[src/design/pwt_pkg.sv]
// Shared types and codes for the protobuf wire tokenizer.
// Depends on nothing; every other design file imports it.
`default_nettype none

package pwt_pkg;

    // Token kinds on the result channel
    localparam logic [1:0] KIND_SCALAR  = 2'd0;
    localparam logic [1:0] KIND_LENGTH  = 2'd1;
    localparam logic [1:0] KIND_PAYLOAD = 2'd2;
    localparam logic [1:0] KIND_ERROR   = 2'd3;

    // Error codes
    localparam logic [2:0] ERR_NONE      = 3'd0;
    localparam logic [2:0] ERR_GROUP     = 3'd1;
    localparam logic [2:0] ERR_UNDEF     = 3'd2;
    localparam logic [2:0] ERR_TRUNC     = 3'd3;
    localparam logic [2:0] ERR_LONG      = 3'd4;
    localparam logic [2:0] ERR_LEN_RANGE = 3'd5;

    // Wire types carried in the low three key bits
    localparam logic [2:0] TYPE_VARINT  = 3'd0;
    localparam logic [2:0] TYPE_FIX64   = 3'd1;
    localparam logic [2:0] TYPE_LENGTH  = 3'd2;
    localparam logic [2:0] TYPE_GSTART  = 3'd3;
    localparam logic [2:0] TYPE_GEND    = 3'd4;
    localparam logic [2:0] TYPE_FIX32   = 3'd5;

    localparam int ACC_BITS   = 112;
    localparam int FIELD_BITS = 29;

    // One classified input byte as it travels from front to back
    typedef struct packed {
        logic [7:0] data;
        logic [6:0] group;
        logic       cont;
        logic       msg_end;
    } pwt_item_t;

endpackage

`default_nettype wire

[src/design/pwt_front.sv]
// Input stage of the tokenizer: registers each accepted byte and splits it
// into varint group and continuation flag. Uses pwt_pkg.
`default_nettype none

module pwt_front
    import pwt_pkg::*;
(
    input  wire logic       clk,
    input  wire logic       rst_n,
    input  wire logic       in_valid,
    output logic            in_ready,
    input  wire logic [7:0] data_byte,
    input  wire logic       message_end,
    output logic            push_valid,
    input  wire logic       push_ready,
    output pwt_item_t       push_item
);

    logic      stage_valid_reg;
    logic      stage_valid_next;
    pwt_item_t stage_item_reg;
    logic      take;

    assign in_ready   = !stage_valid_reg || push_ready;
    assign take       = in_valid && in_ready;
    assign push_valid = stage_valid_reg;
    assign push_item  = stage_item_reg;

    always_comb
    begin
        stage_valid_next = stage_valid_reg;
        if (take)
        begin
            stage_valid_next = 1'b1;
        end
        else if (push_ready)
        begin
            stage_valid_next = 1'b0;
        end
    end

    always_ff @(posedge clk or negedge rst_n)
    begin
        if (!rst_n)
        begin
            stage_valid_reg <= 1'b0;
        end
        else
        begin
            stage_valid_reg <= stage_valid_next;
        end
    end

    always_ff @(posedge clk)
    begin
        if (take)
        begin
            stage_item_reg.data    <= data_byte;
            stage_item_reg.group   <= data_byte[6:0];
            stage_item_reg.cont    <= data_byte[7];
            stage_item_reg.msg_end <= message_end;
        end
    end

endmodule

`default_nettype wire

[src/design/pwt_queue.sv]
// Two-entry queue of classified bytes between front and back.
// Uses pwt_pkg for the item type.
`default_nettype none

module pwt_queue
    import pwt_pkg::*;
(
    input  wire logic       clk,
    input  wire logic       rst_n,
    input  wire logic       push_valid,
    output logic            push_ready,
    input  wire pwt_item_t  push_item,
    output logic            pop_valid,
    input  wire logic       pop_ready,
    output pwt_item_t       pop_item
);

    localparam int DEPTH = 2;

    pwt_item_t  mem [DEPTH];
    logic       wr_ptr_reg;
    logic       wr_ptr_next;
    logic       rd_ptr_reg;
    logic       rd_ptr_next;
    logic [1:0] count_reg;
    logic [1:0] count_next;
    logic       do_push;
    logic       do_pop;

    assign push_ready = (count_reg != 2'(DEPTH));
    assign pop_valid  = (count_reg != 2'd0);
    assign pop_item   = mem[rd_ptr_reg];
    assign do_push    = push_valid && push_ready;
    assign do_pop     = pop_valid && pop_ready;

    always_comb
    begin
        wr_ptr_next = do_push ? !wr_ptr_reg : wr_ptr_reg;
        rd_ptr_next = do_pop ? !rd_ptr_reg : rd_ptr_reg;
        count_next  = count_reg + 2'(do_push) - 2'(do_pop);
    end

    always_ff @(posedge clk or negedge rst_n)
    begin
        if (!rst_n)
        begin
            wr_ptr_reg <= 1'b0;
            rd_ptr_reg <= 1'b0;
            count_reg  <= 2'd0;
        end
        else
        begin
            wr_ptr_reg <= wr_ptr_next;
            rd_ptr_reg <= rd_ptr_next;
            count_reg  <= count_next;
        end
    end

    always_ff @(posedge clk)
    begin
        if (do_push)
        begin
            mem[wr_ptr_reg] <= push_item;
        end
    end

endmodule

`default_nettype wire

[src/design/pwt_back.sv]
// Token engine: walks the key/value phases one byte per cycle unless a held token
// stalls it, and holds the finished token in an output register. Uses pwt_pkg.
`default_nettype none

module pwt_back
    import pwt_pkg::*;
#(
    parameter int MAX_VARINT_BYTES = 16,
    parameter int LENGTH_BITS      = 32
)
(
    input  wire logic         clk,
    input  wire logic         rst_n,
    input  wire logic         pop_valid,
    output logic              pop_ready,
    input  wire pwt_item_t    pop_item,
    output logic              out_valid,
    input  wire logic         out_ready,
    output logic [1:0]        kind,
    output logic [28:0]       field_number,
    output logic [2:0]        key_type,
    output logic [63:0]       value_low,
    output logic [47:0]       value_high,
    output logic [63:0]       zigzag_magnitude,
    output logic              zigzag_negative,
    output logic [7:0]        payload_byte,
    output logic              payload_last,
    output logic [2:0]        error_code,
    output logic              message_done
);

    localparam logic [63:0] LEN_LIMIT =
        (LENGTH_BITS >= 64) ? {64{1'b1}} : ((64'd1 << LENGTH_BITS) - 64'd1);

    typedef enum logic [2:0] {
        PH_KEY     = 3'd0,
        PH_VARINT  = 3'd1,
        PH_FIX64   = 3'd2,
        PH_LENGTH  = 3'd3,
        PH_PAYLOAD = 3'd4,
        PH_FIX32   = 3'd5,
        PH_DISCARD = 3'd6
    } phase_t;

    phase_t                  phase_reg, phase_next;
    logic [ACC_BITS-1:0]     acc_reg, acc_next;
    logic [3:0]              idx_reg, idx_next;
    logic [FIELD_BITS-1:0]   field_reg, field_next;
    logic [2:0]              wtype_reg, wtype_next;
    logic [LENGTH_BITS-1:0]  rem_reg, rem_next;

    logic                    out_valid_reg, out_valid_next;
    logic [1:0]              kind_reg;
    logic [28:0]             field_out_reg;
    logic [2:0]              wtype_out_reg;
    logic [63:0]             low_reg;
    logic [47:0]             high_reg;
    logic [63:0]             mag_reg;
    logic                    neg_reg;
    logic [7:0]              pbyte_reg;
    logic                    plast_reg;
    logic [2:0]              err_reg;
    logic                    done_reg;

    logic                    fire;
    logic [6:0]              grp_shamt;
    logic [ACC_BITS-1:0]     acc_add;
    logic [63:0]             fix_low;
    logic [4:0]              idx_inc;
    logic                    too_long;
    logic                    fix_done;
    logic [64:0]             zz_sum;
    logic [63:0]             zz_mag;
    logic                    len_bad;
    logic [LENGTH_BITS-1:0]  rem_dec;
    logic                    pay_last;

    logic                    emit;
    logic                    err_hit;
    logic [2:0]              err_code;
    logic [1:0]              r_kind;
    logic [63:0]             r_low;
    logic [47:0]             r_high;
    logic [63:0]             r_mag;
    logic                    r_neg;
    logic [7:0]              r_pbyte;
    logic                    r_plast;

    assign pop_ready = !out_valid_reg || out_ready;
    assign fire      = pop_valid && pop_ready;

    // Varint group i lands at bit 7*i of the 112-bit accumulator
    assign grp_shamt = ({3'b000, idx_reg} << 3) - {3'b000, idx_reg};
    assign acc_add   = acc_reg | (ACC_BITS'(pop_item.group) << grp_shamt);
    assign fix_low   = acc_reg[63:0] | (64'(pop_item.data) << {idx_reg[2:0], 3'b000});
    assign idx_inc   = {1'b0, idx_reg} + 5'd1;
    assign too_long  = (idx_inc >= 5'(MAX_VARINT_BYTES));
    assign fix_done  = (phase_reg == PH_FIX64) ? (idx_inc >= 5'd8) : (idx_inc >= 5'd4);

    // Zig-zag: (value + sign) >> 1 with the carry rippled into bit 64
    assign zz_sum = {1'b0, acc_add[63:0]} + 65'(acc_add[0]);
    assign zz_mag = {acc_add[64] ^ zz_sum[64], zz_sum[63:1]};

    assign len_bad  = (acc_add[ACC_BITS-1:64] != '0) || ((acc_add[63:0] & ~LEN_LIMIT) != 64'd0);
    assign rem_dec  = (rem_reg != '0) ? (rem_reg - LENGTH_BITS'(1)) : rem_reg;
    assign pay_last = (rem_dec == '0);

    always_comb
    begin
        phase_next = phase_reg;
        acc_next   = acc_reg;
        idx_next   = idx_reg;
        field_next = field_reg;
        wtype_next = wtype_reg;
        rem_next   = rem_reg;
        emit       = 1'b0;
        err_hit    = 1'b0;
        err_code   = ERR_NONE;
        r_kind     = KIND_SCALAR;
        r_low      = 64'd0;
        r_high     = 48'd0;
        r_mag      = 64'd0;
        r_neg      = 1'b0;
        r_pbyte    = 8'd0;
        r_plast    = 1'b0;

        case (phase_reg)
            PH_KEY, PH_VARINT, PH_LENGTH:
            begin
                if (phase_reg == PH_KEY)
                begin
                    field_next = '0;
                    wtype_next = 3'd0;
                end
                acc_next = acc_add;
                if (pop_item.cont)
                begin
                    if (too_long)
                    begin
                        err_hit  = 1'b1;
                        err_code = ERR_LONG;
                    end
                    else if (pop_item.msg_end)
                    begin
                        err_hit  = 1'b1;
                        err_code = ERR_TRUNC;
                    end
                    else
                    begin
                        idx_next = idx_inc[3:0];
                    end
                end
                else if (phase_reg == PH_KEY)
                begin
                    field_next = acc_add[FIELD_BITS+2:3];
                    wtype_next = acc_add[2:0];
                    acc_next   = '0;
                    idx_next   = 4'd0;
                    if (acc_add[2:0] == TYPE_GSTART || acc_add[2:0] == TYPE_GEND)
                    begin
                        err_hit  = 1'b1;
                        err_code = ERR_GROUP;
                    end
                    else if (acc_add[2:1] == 2'b11)
                    begin
                        err_hit  = 1'b1;
                        err_code = ERR_UNDEF;
                    end
                    else if (pop_item.msg_end)
                    begin
                        err_hit  = 1'b1;
                        err_code = ERR_TRUNC;
                    end
                    else
                    begin
                        case (acc_add[2:0])
                            TYPE_VARINT: phase_next = PH_VARINT;
                            TYPE_FIX64:  phase_next = PH_FIX64;
                            TYPE_LENGTH: phase_next = PH_LENGTH;
                            default:     phase_next = PH_FIX32;
                        endcase
                    end
                end
                else if (phase_reg == PH_VARINT)
                begin
                    emit       = 1'b1;
                    r_kind     = KIND_SCALAR;
                    r_low      = acc_add[63:0];
                    r_high     = acc_add[ACC_BITS-1:64];
                    r_mag      = zz_mag;
                    r_neg      = acc_add[0];
                    acc_next   = '0;
                    idx_next   = 4'd0;
                    phase_next = PH_KEY;
                end
                else
                begin
                    if (len_bad)
                    begin
                        err_hit  = 1'b1;
                        err_code = ERR_LEN_RANGE;
                    end
                    else if (pop_item.msg_end && acc_add[63:0] != 64'd0)
                    begin
                        err_hit  = 1'b1;
                        err_code = ERR_TRUNC;
                    end
                    else
                    begin
                        emit       = 1'b1;
                        r_kind     = KIND_LENGTH;
                        r_low      = acc_add[63:0];
                        acc_next   = '0;
                        idx_next   = 4'd0;
                        rem_next   = acc_add[LENGTH_BITS-1:0];
                        phase_next = (acc_add[63:0] != 64'd0) ? PH_PAYLOAD : PH_KEY;
                    end
                end
            end
            PH_FIX64, PH_FIX32:
            begin
                acc_next[63:0] = fix_low;
                idx_next       = idx_inc[3:0];
                if (fix_done)
                begin
                    emit       = 1'b1;
                    r_kind     = KIND_SCALAR;
                    r_low      = fix_low;
                    acc_next   = '0;
                    idx_next   = 4'd0;
                    phase_next = PH_KEY;
                end
                else if (pop_item.msg_end)
                begin
                    err_hit  = 1'b1;
                    err_code = ERR_TRUNC;
                end
            end
            PH_PAYLOAD:
            begin
                rem_next = rem_dec;
                if (!pay_last && pop_item.msg_end)
                begin
                    err_hit  = 1'b1;
                    err_code = ERR_TRUNC;
                end
                else
                begin
                    emit    = 1'b1;
                    r_kind  = KIND_PAYLOAD;
                    r_pbyte = pop_item.data;
                    r_plast = pay_last;
                    if (pay_last || pop_item.msg_end)
                    begin
                        phase_next = PH_KEY;
                    end
                end
            end
            PH_DISCARD:
            begin
                if (pop_item.msg_end)
                begin
                    acc_next   = '0;
                    idx_next   = 4'd0;
                    phase_next = PH_KEY;
                end
            end
            default:
            begin
                phase_next = PH_KEY;
            end
        endcase

        // Error token: drop the partial value, then skip to message end
        if (err_hit)
        begin
            emit       = 1'b1;
            r_kind     = KIND_ERROR;
            r_low      = 64'd0;
            r_high     = 48'd0;
            r_mag      = 64'd0;
            r_neg      = 1'b0;
            r_pbyte    = 8'd0;
            r_plast    = 1'b0;
            acc_next   = '0;
            idx_next   = 4'd0;
            phase_next = pop_item.msg_end ? PH_KEY : PH_DISCARD;
        end
    end

    always_comb
    begin
        out_valid_next = out_valid_reg;
        if (fire && emit)
        begin
            out_valid_next = 1'b1;
        end
        else if (out_ready)
        begin
            out_valid_next = 1'b0;
        end
    end

    always_ff @(posedge clk or negedge rst_n)
    begin
        if (!rst_n)
        begin
            phase_reg     <= PH_KEY;
            acc_reg       <= '0;
            idx_reg       <= 4'd0;
            field_reg     <= '0;
            wtype_reg     <= 3'd0;
            rem_reg       <= '0;
            out_valid_reg <= 1'b0;
        end
        else
        begin
            out_valid_reg <= out_valid_next;
            if (fire)
            begin
                phase_reg <= phase_next;
                acc_reg   <= acc_next;
                idx_reg   <= idx_next;
                field_reg <= field_next;
                wtype_reg <= wtype_next;
                rem_reg   <= rem_next;
            end
        end
    end

    always_ff @(posedge clk)
    begin
        if (fire && emit)
        begin
            kind_reg      <= r_kind;
            field_out_reg <= field_next;
            wtype_out_reg <= wtype_next;
            low_reg       <= r_low;
            high_reg      <= r_high;
            mag_reg       <= r_mag;
            neg_reg       <= r_neg;
            pbyte_reg     <= r_pbyte;
            plast_reg     <= r_plast;
            err_reg       <= err_code;
            done_reg      <= pop_item.msg_end;
        end
    end

    assign out_valid        = out_valid_reg;
    assign kind             = kind_reg;
    assign field_number     = field_out_reg;
    assign key_type         = wtype_out_reg;
    assign value_low        = low_reg;
    assign value_high       = high_reg;
    assign zigzag_magnitude = mag_reg;
    assign zigzag_negative  = neg_reg;
    assign payload_byte     = pbyte_reg;
    assign payload_last     = plast_reg;
    assign error_code       = err_reg;
    assign message_done     = done_reg;

endmodule

`default_nettype wire

[src/design/protobuf_wire_tokenizer.sv]
// Top level of the protobuf wire tokenizer: input stage, item queue and
// token engine. Depends on pwt_pkg, pwt_front, pwt_queue and pwt_back.
//
//  channel | signals                          | direction | carries
//  --------+----------------------------------+-----------+------------------------------
//  in      | in_valid / in_ready              | sink      | data_byte, message_end
//  out     | out_valid / out_ready            | source    | one token: kind ... message_done
//
// One byte per cycle sustained while out_ready stays high; a byte passes the input stage,
// a queue entry and the token engine on its way to the output register.
// The token engine handles every byte as it pops it from the queue; its output register sets the
// pace, and the two-entry queue absorbs short stalls on either side.
// Reset (rst_n low) empties the pipeline and returns to expecting a key.
// Bytes that make no token (key bytes, partial values) still pass through the token engine.
`default_nettype none

module protobuf_wire_tokenizer
    import pwt_pkg::*;
#(
    parameter int MAX_VARINT_BYTES = 16,
    parameter int LENGTH_BITS      = 32
)
(
    input  wire logic         clk,
    input  wire logic         rst_n,
    input  wire logic         in_valid,
    output logic              in_ready,
    input  wire logic [7:0]   data_byte,
    input  wire logic         message_end,
    output logic              out_valid,
    input  wire logic         out_ready,
    output logic [1:0]        kind,
    output logic [28:0]       field_number,
    output logic [2:0]        key_type,
    output logic [63:0]       value_low,
    output logic [47:0]       value_high,
    output logic [63:0]       zigzag_magnitude,
    output logic              zigzag_negative,
    output logic [7:0]        payload_byte,
    output logic              payload_last,
    output logic [2:0]        error_code,
    output logic              message_done
);

    logic      push_valid;
    logic      push_ready;
    pwt_item_t push_item;
    logic      pop_valid;
    logic      pop_ready;
    pwt_item_t pop_item;

    pwt_front u_front (
        .clk         (clk),
        .rst_n       (rst_n),
        .in_valid    (in_valid),
        .in_ready    (in_ready),
        .data_byte   (data_byte),
        .message_end (message_end),
        .push_valid  (push_valid),
        .push_ready  (push_ready),
        .push_item   (push_item)
    );

    pwt_queue u_queue (
        .clk        (clk),
        .rst_n      (rst_n),
        .push_valid (push_valid),
        .push_ready (push_ready),
        .push_item  (push_item),
        .pop_valid  (pop_valid),
        .pop_ready  (pop_ready),
        .pop_item   (pop_item)
    );

    pwt_back #(
        .MAX_VARINT_BYTES (MAX_VARINT_BYTES),
        .LENGTH_BITS      (LENGTH_BITS)
    ) u_back (
        .clk              (clk),
        .rst_n            (rst_n),
        .pop_valid        (pop_valid),
        .pop_ready        (pop_ready),
        .pop_item         (pop_item),
        .out_valid        (out_valid),
        .out_ready        (out_ready),
        .kind             (kind),
        .field_number     (field_number),
        .key_type         (key_type),
        .value_low        (value_low),
        .value_high       (value_high),
        .zigzag_magnitude (zigzag_magnitude),
        .zigzag_negative  (zigzag_negative),
        .payload_byte     (payload_byte),
        .payload_last     (payload_last),
        .error_code       (error_code),
        .message_done     (message_done)
    );

endmodule

`default_nettype wire

[config.mk]
export PLATFORM = sky130hd
export DESIGN_NAME = protobuf_wire_tokenizer
export DESIGN_NICKNAME = d
export VERILOG_FILES = /design/src/design/pwt_pkg.sv /design/src/design/pwt_front.sv /design/src/design/pwt_queue.sv /design/src/design/pwt_back.sv /design/src/design/protobuf_wire_tokenizer.sv
export SDC_FILE = /design/constraint.sdc
export NUM_CORES = 1
export LEC_CHECK = 0
export BUFFER_PORTS_ARGS = -buffer_cell sky130_fd_sc_hd__buf_2
export CELL_PAD_IN_SITES_DETAIL_PLACEMENT = 2
export CELL_PAD_IN_SITES_GLOBAL_PLACEMENT = 2
export CORE_UTILIZATION = 41
export DETAILED_ROUTE_END_ITERATION = 12
export PLACE_DENSITY_LB_ADDON = 0.25
export REMOVE_ABC_BUFFERS = 1
export SLEW_MARGIN = 15
export SYNTH_ARGS = -nofsm -noshare
export SYNTH_HDL_FRONTEND = slang
export SYNTH_SLANG_ARGS = --single-unit
[constraint.sdc]
create_clock -name clk -period 41.9 [get_ports clk]
set_clock_uncertainty 0.2 [all_clocks]
set_input_delay 8.38 -clock clk [delete_from_list [all_inputs] [get_ports clk]]
set_output_delay 8.38 -clock clk [all_outputs]
set_load 0.01 [all_outputs]
Word-level counts from Yosys, hierarchy flattened. Memory sizes are Yosys's and may differ from the RTL's. Index checks and enable logic that the tools add are counted.

$add $sub $neg: 6. $lt $le $gt $ge: 3. Eq/ne operators: 31. Shifts and indexed selects: 2. Mux-type cells: 106. Bitwise gates (word level): 6. Reduce and logical (&&, ||, !) cells: 37.

Operators with widths (count): $mux 112 (8); $mux 64 (6); $pmux 112 s3 (1); $mux 32 (6); $pmux 64 s2 (1); $reduce_bool 64->1 (2); $mux 29 (4); $or 112x112->112 (1); $shl 7x7->112 (1); $mux 3 (27); $add 64x1->65 (1); $or 64x64->64 (1); $pmux 32 s2 (1); $shl 8x6->64 (1); $reduce_bool 48->1 (1); $mux 4 (10); $logic_not 32->1 (1); $reduce_bool 32->1 (1); $sub 32x1->32 const B (1); $mux 1 (27); $pmux 3 s3 (2); $mux 2 (8); $reduce_and 7->1 (2); $eq 3x2->1 const B (4); other kinds (37) (73).

Bits in registers: 430. Bits in writable memories: 34. Bits of input ports: 13. Output and inout bits: 226. Word-level logic and storage cells: 219. Memories kept: 1.

Memory list: u_queue.mem (depth 2, width 17, read ports 1, clocked after memory_dff 0, write ports 1, RTL line pwt_queue.sv:20) `pwt_item_t mem [DEPTH];`.

Longest topological paths before layout.
Word-level depth: 14. Gate-level depth with buffers: 27. Mapped depth without buffers: 19.

By module. Synthesis repeated with hierarchy kept, for this count alone.

Cell total of the unflattened synthesis: 2486. Area, all modules: 24556.1 um^2.

By module, submodules not included: pwt_back (times used 1, cells an instance 2390, area each 22713.0 um^2, seq. area each 11330.9 um^2); pwt_queue (times used 1, cells an instance 75, area each 1458.9 um^2, seq. area each 1121.1 um^2); pwt_front (times used 1, cells an instance 21, area each 384.1 um^2, seq. area each 295.3 um^2).

Least setup slack after synthesis. OpenSTA, ideal clock, no wires.

Kind: input to register. From: input out_ready. To: register u_back.err_reg[0], in the netlist u_back.error_code[0] (enable). Library setup time: 1083 ps. Arrival time: 23953 ps. Slack: 16665 ps. Cell stages on the path: 4. Buffers on the path: 1. Path through: nand2b_1 > o21ai_1 > clkbuf_1 > nor3_1.

Cells in the longest elaborated chain, start to end: 3.

RTL lines: start, declared (RTL line protobuf_wire_tokenizer.sv:31) `input wire logic out_ready,`; $logic_or 1x1->1 (RTL line pwt_back.sv:89) `assign pop_ready = !out_valid_reg || out_ready;`; $logic_and 1x1->1 (RTL line pwt_back.sv:90) `assign fire = pop_valid && pop_ready;`; $logic_and 1x1->1 (RTL line pwt_back.sv:333) `if (fire && emit)`; end signal, assigned (RTL line pwt_back.sv:344) `err_reg <= err_code;`; end, declared (RTL line pwt_back.sv:62) `logic [2:0] err_reg;`.

No other way between the ends. A chain may end at the register's enable or synchronous reset.

Final worst setup path.
From: input out_ready. To: register u_back.acc_reg[60].

Cells in the longest elaborated chain, start to end: 3.

RTL lines: $logic_or 1x1->1 (RTL line pwt_back.sv:89); $logic_and 1x1->1 (RTL line pwt_back.sv:90); $reduce_and 3->1 (no source line); end signal, assigned (RTL line pwt_back.sv:322) `acc_reg <= acc_next;`; end, declared (RTL line pwt_back.sv:46) `logic [ACC_BITS-1:0] acc_reg, acc_next;`.

No other way between the ends.

==> metrics.md <==
| Metric | Value |
|---|---|
| H-tree depth | 2 |
| Cell depth of the worst hold path | 0 |
| Worst Max-Slew Pin Slew | 1.38 ns |
| Unrepaired setup endpoints after global routing | false |
| Async SR Flop Fraction | 43.0% |
| First-iteration detailed-routing DRC count | 2200 |
| Largest net degree at the start of global routing | 171 |
| EDFF count, synth | 251 |
| Netlist cell types | 88 |
| Clock-pin slew on the worst setup and hold paths | 0.08 ns |
| Run status | finished, final reports clean |
| Post-CTS sizing | 0 |
| Vias/cell | 6.61 |
| Syn avg cell area | 9.69 um2 |
| Std cell rows | 86 |
| RR Endpoint | u_back.payload_byte[7] |
| Setup crit end kind | flip-flop |
| Slew margin rel. | 7.64% |
| Hold Vio Cnt, Final | 0 |
| Number of synthesis warnings | 0 |
| Overall track demand over capacity in global routing | 37.1% |
| Vias in the first global route | 23500 |
| First-pass DRT Iterations | 5 |
| Maximum clock insertion buffer count | 3 |
| Final setup fails | 0 |
| Fmax achieved | 93.3 MHz |
| Area growth syn-to-layout | 17.5% |
| CP startpoint kind | primary input |
| CTS tree | done |
| Clock Sink Count | 440 |
| Top_reg_cell synth | edfxtp_1 |
| Min-delay worst type | reg2reg |
| Max Cap Viol | 0 |
| Lkg Pwr | 10.4 nW |
| Sequential area share after synthesis | 53.1% |
| Final global-route overflow total | 0 |
| Core area | 0.0554 mm2 |
| FF+latch count, synth | 440 |
| Max Slew Vio Count | 0 |
| Worst reg2reg startpoint | u_back.idx_reg[0] |
| Antenna Violating Nets Remaining | 0 |
| Worst path slowest cell | buf_4 |
| Final Critical Period | 10.72 ns |
| Crit share post-route | 25.6% |
| Root Driver | clkbuf_16 |
| Setup Fix Bufs, Post-CTS | 0 |
| Required @ worst endpoint | 42.21 ns |
| Initial antenna violation count | 5 |
| Mapped Cells | 2385 |
| First-pass GRT wire length | 158 mm |
| Max reg flops | 112 |
| Worst vdd ir | 195 uV |
| Crit path max-delay family | compound AO/OA/AOI/OAI gates |
| # DRC | 0 |
| Num CTS Buffers | 49 |
| CP Max Fanout | 61 |
| Setup TNS | 0 ns |
| Routed vias | 22400 |
| Nets | 2621 |
| I/O Pins | 239 |
| Reg2reg setup slack | 31.55 ns |
| Setup CP Type | in2reg |
| Core Util, Final | 49.0% |
| FF-to-FF path depth | 23 |
| Hold path start | u_front.push_item[6] |
| Layout cells sized above 1 | 18.5% |
| Horiz. Die Dim | 239 um |
| Critical Path AT | 11.03 ns |
| Post-CTS Hold Fix Bufs | 0 |
| Antenna diode count | 0 |
| Die Y | 239 um |
| Detailed Place HPWL | 73.9 mm |
| RD Place Congestion | 0.954 |
| Routed wire length | 107 mm |
| Routed wire length per instance | 31.7 um |
| CP max stage delay | 0.70 ns |
| Hold Path Sink | u_queue.mem[1][13] |
| PortBufs | 238 |
| CP cell instances | buf_2 > nand2b_1 > o21ai_4 > a311o_1 > nor2b_4 > buf_4 > nand2_1 > a21o_1 |
| Die area | 0.0573 mm2 |
| Power Density | 106 mW/mm2 |
| Worst Path Buf+Inv | 2 |
| Worst skew pair latency | 0.62 ns |
| Initial Util | 41.7% |
| Filler Cells Inserted | 5781 |
| Synthesized area | 0.0231 mm2 |
## area by class of cell
type | instances | area [um2] | share of cell area (%)
timing repair buffer | 330 | 1900 | 7.01
multi-input combinational | 1741 | 10100 | 37.4
clock inverter | 32 | 452 | 1.66
inverter | 36 | 135 | 0.498
sequential | 440 | 12300 | 45.2
clock buffer | 59 | 1300 | 4.80
tap | 748 | 936 | 3.45
## per-stage QoR
step	setup slack, ns	hold slack, ns	instance area (um2)	std cells	total power, mW
after global placement	30.73	0.230	25400	3295	2.25
after detailed placement	30.55	0.245	25400	3295	2.33
after floorplan	16.08	0.221	22400	2217	1.69
final	31.18	0.251	27100	3386	2.87
after CTS	31.19	0.259	27100	3386	2.83
after global routing	31.08	0.273	27100	3386	2.96
## power by group
part	total, mW	internal [mW]	switching [mW]
Combinational	1.55	0.412	1.14
Sequential	0.833	0.710	0.123
Clock	0.486	0.290	0.196
Total	2.87	1.41	1.46
## placed cells by master (no fill, tap or decap), drive strengths merged, types with 17 or more instances in the layout
| cell | netlist | routed |
|---|---|---|
| a21o | 22 | 22 |
| a21oi | 309 | 309 |
| a31oi | 24 | 24 |
| and2 | 19 | 19 |
| buf | 25 | 329 |
| clkbuf | 143 | 60 |
| clkinv | 2 | 17 |
| dfrtp | 189 | 189 |
| edfxtp | 251 | 251 |
| inv | 34 | 37 |
| nand2 | 257 | 257 |
| nand2b | 23 | 23 |
| nand3 | 53 | 53 |
| nand4 | 21 | 21 |
| nor2 | 278 | 278 |
| nor2b | 21 | 21 |
| nor3 | 73 | 73 |
| nor4 | 44 | 44 |
| o21ai | 99 | 99 |
| o22ai | 133 | 133 |
| o31ai | 23 | 23 |
| or3 | 28 | 28 |
| xnor2 | 43 | 43 |
| xor2 | 22 | 22 |
## worst register-to-register path, delay by kind of cell (launching register included)
family | cells | cell delay, ns
flip-flops | 1 | 0.72
AO/OA/AOI/OAI | 5 | 2.09
adder cells (fa/ha/maj) | 2 | 0.93
buffers and inverters | 6 | 2.59
AND/OR/NAND/NOR | 10 | 3.01
## Yosys cell counts, types with 11 or more instances
cell | n | area [um2]
mux2i_1 | 14 | 140
nor4_1 | 41 | 257
clkbuf_1 | 143 | 537
inv_1 | 33 | 124
nand2b_1 | 23 | 144
o21ai_0 | 97 | 485
a31oi_1 | 24 | 150
xor2_1 | 22 | 193
and2_1 | 19 | 119
nand2_1 | 257 | 965
xnor2_1 | 43 | 377
a22o_1 | 13 | 114
nor2_1 | 278 | 1040
dfrtp_1 | 189 | 4730
mux4_2 | 11 | 248
edfxtp_1 | 251 | 7540
a221oi_1 | 12 | 105
o22ai_1 | 123 | 769
or3_1 | 27 | 169
a21oi_1 | 309 | 1550
o31ai_1 | 23 | 173
nand3_1 | 53 | 265
a21o_1 | 22 | 165
nor3_1 | 73 | 365
and3_1 | 14 | 87.6
buf_2 | 12 | 60.1
or4_1 | 12 | 90.1
nand4_1 | 21 | 131
nor2b_1 | 21 | 131
## per-layer routing
metal	wire length, um	GRT usage [%]	up-vias
met2	51600	61.4	1078
met4	4300	15.0	4
met1	43500	48.7	11700
li1	-	-	9313
met5	23	0	-
met3	7700	5.79	272
## how the worst max path moves through the flow
stage,from,endpoint,slack (ns),cells after the start
finish,out_ready,u_back.acc_reg[60],31.18,8
global route,out_ready,u_back.acc_reg[60],31.08,8
CTS,out_ready,u_back.acc_reg[60],31.19,8
detailed placement,out_ready,u_back.acc_reg[60],30.55,8
global placement,out_ready,u_back.acc_reg[48],30.73,8
floorplan,out_ready,u_back.error_code[0],16.08,3
## kinds of logic after synthesis
| group | Yosys count | share of synthesized area, % |
|---|---|---|
| DFF | 440 | 53.1 |
| AOI/OAI and AO/OA | 743 | 20.0 |
| and+or+nand+nor | 888 | 18.2 |
| muxes | 35 | 2.17 |
| adders and majority gates | 10 | 0.542 |
| xor gates and xnor gates | 65 | 2.46 |
| buffers and inverters | 204 | 3.56 |
Power figures use the tool's default switching activity.
